--- src/hw/rtl/owb_pkg.sv ---
package owb_pkg;

  localparam int unsigned RING_W    = 11;
  localparam int unsigned POS_W     = 10;
  localparam int unsigned COEF_W    = 16;
  localparam int unsigned VALUE_W   = 32;
  localparam int unsigned CNT_W     = 13;
  localparam int unsigned CFG_IDX_W = 2;

  localparam int unsigned RING_DEPTH_DEF = 1024;
  localparam int unsigned COEFF_BITS_DEF = 16;

  localparam logic [CFG_IDX_W-1:0] CFG_RING  = 2'd0;
  localparam logic [CFG_IDX_W-1:0] CFG_FRAME = 2'd1;
  localparam logic [CFG_IDX_W-1:0] CFG_HOP   = 2'd2;

  localparam logic CMD_WRITE = 1'b0;
  localparam logic CMD_QUERY = 1'b1;

  localparam logic [RING_W-1:0] RING_RST  = 11'd1024;
  localparam logic [RING_W-1:0] FRAME_RST = 11'd512;
  localparam logic [RING_W-1:0] HOP_RST   = 11'd256;

  typedef struct packed {
    logic load_query;
    logic hm_start;
    logic init_down;
    logic step_down;
    logic init_up;
    logic step_up;
    logic load_out;
  } ctl_cmd_t;

  typedef struct packed {
    logic degenerate;
    logic hm_busy;
    logic down_ok;
    logic up_ok;
  } ctl_status_t;

endpackage

--- src/hw/rtl/owb_ctrl.sv ---
module owb_ctrl (
  input  logic                 clk_i,
  input  logic                 rst_ni,
  input  logic                 in_valid_i,
  input  logic                 command_i,
  input  logic                 out_ready_i,
  input  logic                 cfg_we_i,
  input  owb_pkg::ctl_status_t status_i,
  output owb_pkg::ctl_cmd_t    cmd_o,
  output logic                 in_ready_o,
  output logic                 out_valid_o
);

  typedef enum logic [2:0] {
    ST_IDLE,
    ST_PREP,
    ST_HM,
    ST_DOWN,
    ST_UP,
    ST_FIN
  } state_e;

  state_e state_q, state_d;
  logic   hm_ok_q, hm_ok_d;
  logic   out_valid_q, out_valid_d;

  always_comb begin
    state_d     = state_q;
    hm_ok_d     = hm_ok_q;
    out_valid_d = out_valid_q && !out_ready_i;
    cmd_o       = '0;
    unique case (state_q)
      ST_IDLE: begin
        if (in_valid_i && (command_i == owb_pkg::CMD_QUERY)) begin
          cmd_o.load_query = 1'b1;
          state_d          = ST_PREP;
        end
      end
      ST_PREP: begin
        if (status_i.degenerate) begin
          state_d = ST_FIN;
        end else if (hm_ok_q) begin
          cmd_o.init_down = 1'b1;
          state_d         = ST_DOWN;
        end else begin
          cmd_o.hm_start = 1'b1;
          state_d        = ST_HM;
        end
      end
      ST_HM: begin
        if (!status_i.hm_busy) begin
          hm_ok_d         = 1'b1;
          cmd_o.init_down = 1'b1;
          state_d         = ST_DOWN;
        end
      end
      ST_DOWN: begin
        if (status_i.down_ok) begin
          cmd_o.step_down = 1'b1;
        end else begin
          cmd_o.init_up = 1'b1;
          state_d       = ST_UP;
        end
      end
      ST_UP: begin
        if (status_i.up_ok) begin
          cmd_o.step_up = 1'b1;
        end else begin
          state_d = ST_FIN;
        end
      end
      ST_FIN: begin
        if (!out_valid_q || out_ready_i) begin
          cmd_o.load_out = 1'b1;
          out_valid_d    = 1'b1;
          state_d        = ST_IDLE;
        end
      end
      default: state_d = ST_IDLE;
    endcase
    // The cached hop remainder belongs to the old ring and hop settings.
    if (cfg_we_i) begin
      hm_ok_d = 1'b0;
    end
  end

  always_ff @(posedge clk_i or negedge rst_ni) begin
    if (!rst_ni) begin
      state_q     <= ST_IDLE;
      hm_ok_q     <= 1'b0;
      out_valid_q <= 1'b0;
    end else begin
      state_q     <= state_d;
      hm_ok_q     <= hm_ok_d;
      out_valid_q <= out_valid_d;
    end
  end

  assign in_ready_o  = (state_q == ST_IDLE);
  assign out_valid_o = out_valid_q;

endmodule

--- config.mk ---
export PLATFORM = sky130hd
export DESIGN_NAME = owb_ctrl
export DESIGN_NICKNAME = d
export VERILOG_FILES = /design/src/hw/rtl/owb_pkg.sv /design/src/hw/rtl/owb_ctrl.sv
export SDC_FILE = /design/constraint.sdc
export NUM_CORES = 1
export LEC_CHECK = 0
export BUFFER_PORTS_ARGS = -buffer_cell sky130_fd_sc_hd__buf_4
export CORE_AREA = 5 5 42 44
export DETAILED_ROUTE_END_ITERATION = 6
export DIE_AREA = 0 0 47 49
export GPL_ROUTABILITY_DRIVEN = 0
export GPL_TIMING_DRIVEN = 0
export HOLD_SLACK_MARGIN = 0.02
export PLACE_DENSITY = 0.53
export SKIP_LAST_GASP = 1
export SLEW_MARGIN = 5
export SYNTH_ARGS = -nofsm -noshare
export SYNTH_HDL_FRONTEND = slang
export SYNTH_SLANG_ARGS = --single-unit
--- constraint.sdc ---
create_clock -name clk_i -period 1.75 [get_ports clk_i]
set_input_delay 0.35 -clock clk_i [delete_from_list [all_inputs] [get_ports clk_i]]
set_output_delay 0.35 -clock clk_i [all_outputs]
set_load 0.01 [all_outputs]
======== Yosys cells after proc, flatten, opt, wreduce, memory -nomap -nowiden ========
Index checks and enable logic that the tools add are counted.
storage, ports and cells
  logic and storage cells ................. 51
  output and inout port bits .............. 9
  bits in registers ....................... 5
  input bits .............................. 10
cells by class
  muxes and demuxes ....................... 28
  reduce and logical (&&, ||, !) cells .... 9
  equal/unequal tests ..................... 11
operator list
  kind                                                   number
  2-to-1 mux 1 bit                                       18
  2-to-1 mux 3 bit                                       6
  one-hot mux 3 bit (6 select lines)                     1
  inequality test 2 bit, second input constant           5
  equality test 3 x 2 -> 1 bit, second input constant    2
  equality test 3 bit, second input constant             2
  AND reduction 5 bit                                    1
  2-to-1 mux 2 bit                                       2
  equality test 3 x 1 -> 1 bit, second input constant    1
  zero test 3 bit                                        1
  logical AND 1 bit                                      2
  zero test 1 bit                                        2
  inequality test 2 x 1 -> 1 bit, second input constant  1
  one-hot mux 1 bit (2 select lines)                     1
  AND reduction 2 bit                                    1
  nonzero test 2 bit                                     1
  logical OR 1 bit                                       1

======== Depth between registers and ports, before layout ========
  word-level depth ........................ 4
  depth in mapped cells ................... 5
  depth with buffers taken out ............ 4

======== Worst setup path after synthesis ========
No wires, ideal clock.
  path kind ............................... reg2out
  start point ............................. reg state_q[1]
  end point ............................... out cmd_o[6] in the netlist's numbering
  setup slack ............................. 0.298 ns
  arrival ................................. 1.102 ns
  path buffers ............................ 1
  stages on the path, launching flop included .. 4
  data required time ...................... 1.400 ns
  path through ............................ dfrtp_1 buf_4 nor3_1 and3_1
RTL lines
  item                      RTL line        source
  start: declaration        owb_ctrl.sv:23  state_e state_q, state_d;
  start signal: assignment  owb_ctrl.sv:93  state_q <= state_d;
  end: declaration          owb_ctrl.sv:9   output owb_pkg::ctl_cmd_t cmd_o,

==> flow_summary.yaml <==
run_status:
  outcome: "finished, final reports clean"
clock_network:
  clockRootBuffer: "clkbuf_4"
  cts_tree: "yes"
  postCtsSetupRepairBufs: 0
  clock_sinks: 5
  clock_latency_ps: 240
  cts_buffers: 3
  clkTransAtPathRegs_ps: 40
  clockBufferDepth: 2
  h-tree-depth: 1
synth:
  synthTopCellsByCount: "nor2_1 (8), nand2_1 (6), nor3_1 (6), dfrtp_1 (5), a21oi_1 (3)"
  yosysWarnings: 0
  synth.avg_cell_area_um2: 8.11
  synth.largest_area_cell: "dfrtp_1"
  ys_seq_elements: 5
  synth_cell_types: 18
  netlist_area_um2: 373
  yosysMostFrequentCell: "nor2_1"
  seq_area_frac_synth: 0.336
  synth_edf_count: 0
  synth_cells: 46
  syn_nets: 56
  synthTopCellsByArea: "dfrtp_1 (34%), nor3_1 (8.1%), nor2_1 (8.1%)"
  postSynth.asyncResetShare: 1.00
  synth-main-ff-cell: "dfrtp_1"
  yosysTopAreaCellShare: 0.336
setup_path:
  crit_arrival_ps: 1320
  cpPeakStageDelay_ps: 370
  path_cells: "buf_4, nor3_1, and3_1, buf_4"
  cp_max_fo: 10
  cp-end-kind: "primary output"
  r2r-start: "state_q[1]"
  crit_path_frequent_cell: "buf_4"
  rr_worst_depth: 5
  r2r-end: "state_q[0]"
  critPathBufInv: 2
  critical_path.top_delay_family: "simple AND/OR/NAND/NOR gates"
  r2r_setup_slack_ps: 640
  cp_data_required_time_ps: 1400
  critPathSlowestCell: "dfrtp_1"
  critPathLaunchType: "flop"
  critPathKind: "flop to primary output"
power:
  power-per-cell-area_nw_per_um2: 1470
  vdd_drop_max_v: 0.000735
  p_total_mw: 0.852
  p_leak_nw: 0.275
floorplanning:
  start_util: 0.266
  row_count: 14
  ios: 19
  core-area_um2: 1400
  dieArea_um2: 2300
  die_x_um: 47
  chipHeight_um: 49
route:
  dr.pass1.iters: 4
  ant_nets: 0
  routed_wl_um: 950
  routed_via_density: 4.81
  drc: 0
  wl_per_cell_um: 11.2
  drtIter0Drc: 8
  num_vias: 409
sta:
  setup_ws_ps: 79.7
  hold_viol: 0
  slew_viol_final: 0
  slew_headroom: 0.837
  setup_tns_ps: 0
  setup_violations: 0
  skew_ps: 0.631
  rsz0062_at_grt: "yes"
  maxClockFrequency_ghz: 0.599
  fin_hold_ws_ps: 257
  period_needed_ps: 1670
  worst_pin_slew_ps: 237
  fin_crit_sh: 0.954
job:
  maxCapViolations: 0
layout:
  n_fill_cell: 162
  drive_gt1_frac: 0.406
  fin_cells: 85
  fin_area_um2: 578
  nets: 80
  utilization: 0.413
  diodes: 0
  synthToLayoutAreaGrowth_pct: 55.0
global_route:
  grt_pass1_vias: 403
  grt_overflow: 0
  grt_pass1_wl_um: 1610
  grt_max_degree: 11
  antenna_found_initial: 0
  gr-usage-all-layers: 0.0990
hold_path:
  hold_path_class: "input port to flop"
  hold_path_end: "hm_ok_q"
  hold_depth: 2
  hp-start: "cfg_we_i"
placed_design:
  dp_hpwl_um: 745
  place_area_um2: 528
  dpl_worst_slack_ps: 330
  port_buffers: 18
  dp.cells: 80
[power by group]
part           total, mW  leakage (nW)  internal [mW]  switching, mW
logic              0.512         0.197          0.261          0.250
clock network      0.133        0.0150         0.0862         0.0470
registers          0.207        0.0636          0.165         0.0422
[flip-flops by register name, summed over array words and instances, names as in the netlist]
name,flops
hm_ok_q,1
out_valid_o,1
state_q,3
[worst register-to-register path, delay by kind of cell, from the launching register on]
kind                   cells  cell delay (ps)
and+or+nand+nor            3              360
AOI/OAI and AO/OA          1              120
DFF                        1              370
buffers and inverters      1              180
[per-layer routing]
layer | up-vias | GRT usage | part of all wire
met2 | 16 | 0.138 | 0.47
met5 | - | 0 | 0
met1 | 183 | 0.114 | 0.43
met4 | 0 | 0.0415 | 0.013
met3 | 2 | 0.0701 | 0.088
li1 | 208 | - | -
[worst max path at each step]
| stage | endpoint | cells past startpoint | startpoint |
|---|---|---|---|
| finish | cmd_o[6] | 4 | state_q[1] |
| global route | cmd_o[6] | 4 | state_q[1] |
| CTS | cmd_o[5] | 5 | state_q[1] |
| detailed placement | cmd_o[5] | 5 | state_q[1] |
| global placement | cmd_o[5] | 5 | state_q[1] |
| floorplan | cmd_o[6] | 3 | state_q[1] |
[cell usage in the layout, fill, tap and decap left out]
master,n
o22ai_1,1
nand2b_1,2
clkbuf_4,3
nand3b_1,1
a31oi_1,1
nor3_1,6
o22a_1,1
nand2_1,6
buf_4,19
nor2_1,7
dlygate4sd3_1,1
a21oi_1,3
nor3b_1,1
nor3b_2,1
mux2i_1,2
buf_6,2
or2b_1,2
dfrtp_2,1
nor2b_1,1
o32ai_2,1
clkbuf_1,1
and3_1,1
dfrtp_1,4
nor2_4,1
[kinds of logic after synthesis]
family,after synthesis,share of synthesized area
simple gates,29,0.389
compound gates,7,0.141
flops,5,0.336
buf+inv,3,0.0805
mux,2,0.0537
[timing repair]
action	4_1_cts	5_1_grt
gates resized for setup	0	4
endpoints found under the setup margin	0	2
hold buffers	1	0
endpoints found under the hold margin	5	0
[layout make-up]
type / instances / area [um2] / area share
clock buffers: 4 / 26.3 / 0.0455
plain buffers: 3 / 30.0 / 0.0519
multi-input cells: 38 / 230 / 0.398
repair buffers: 19 / 145 / 0.251
well taps: 16 / 20.0 / 0.0346
flip-flops and latches: 5 / 126 / 0.219
(Power assumes the default switching activity.)
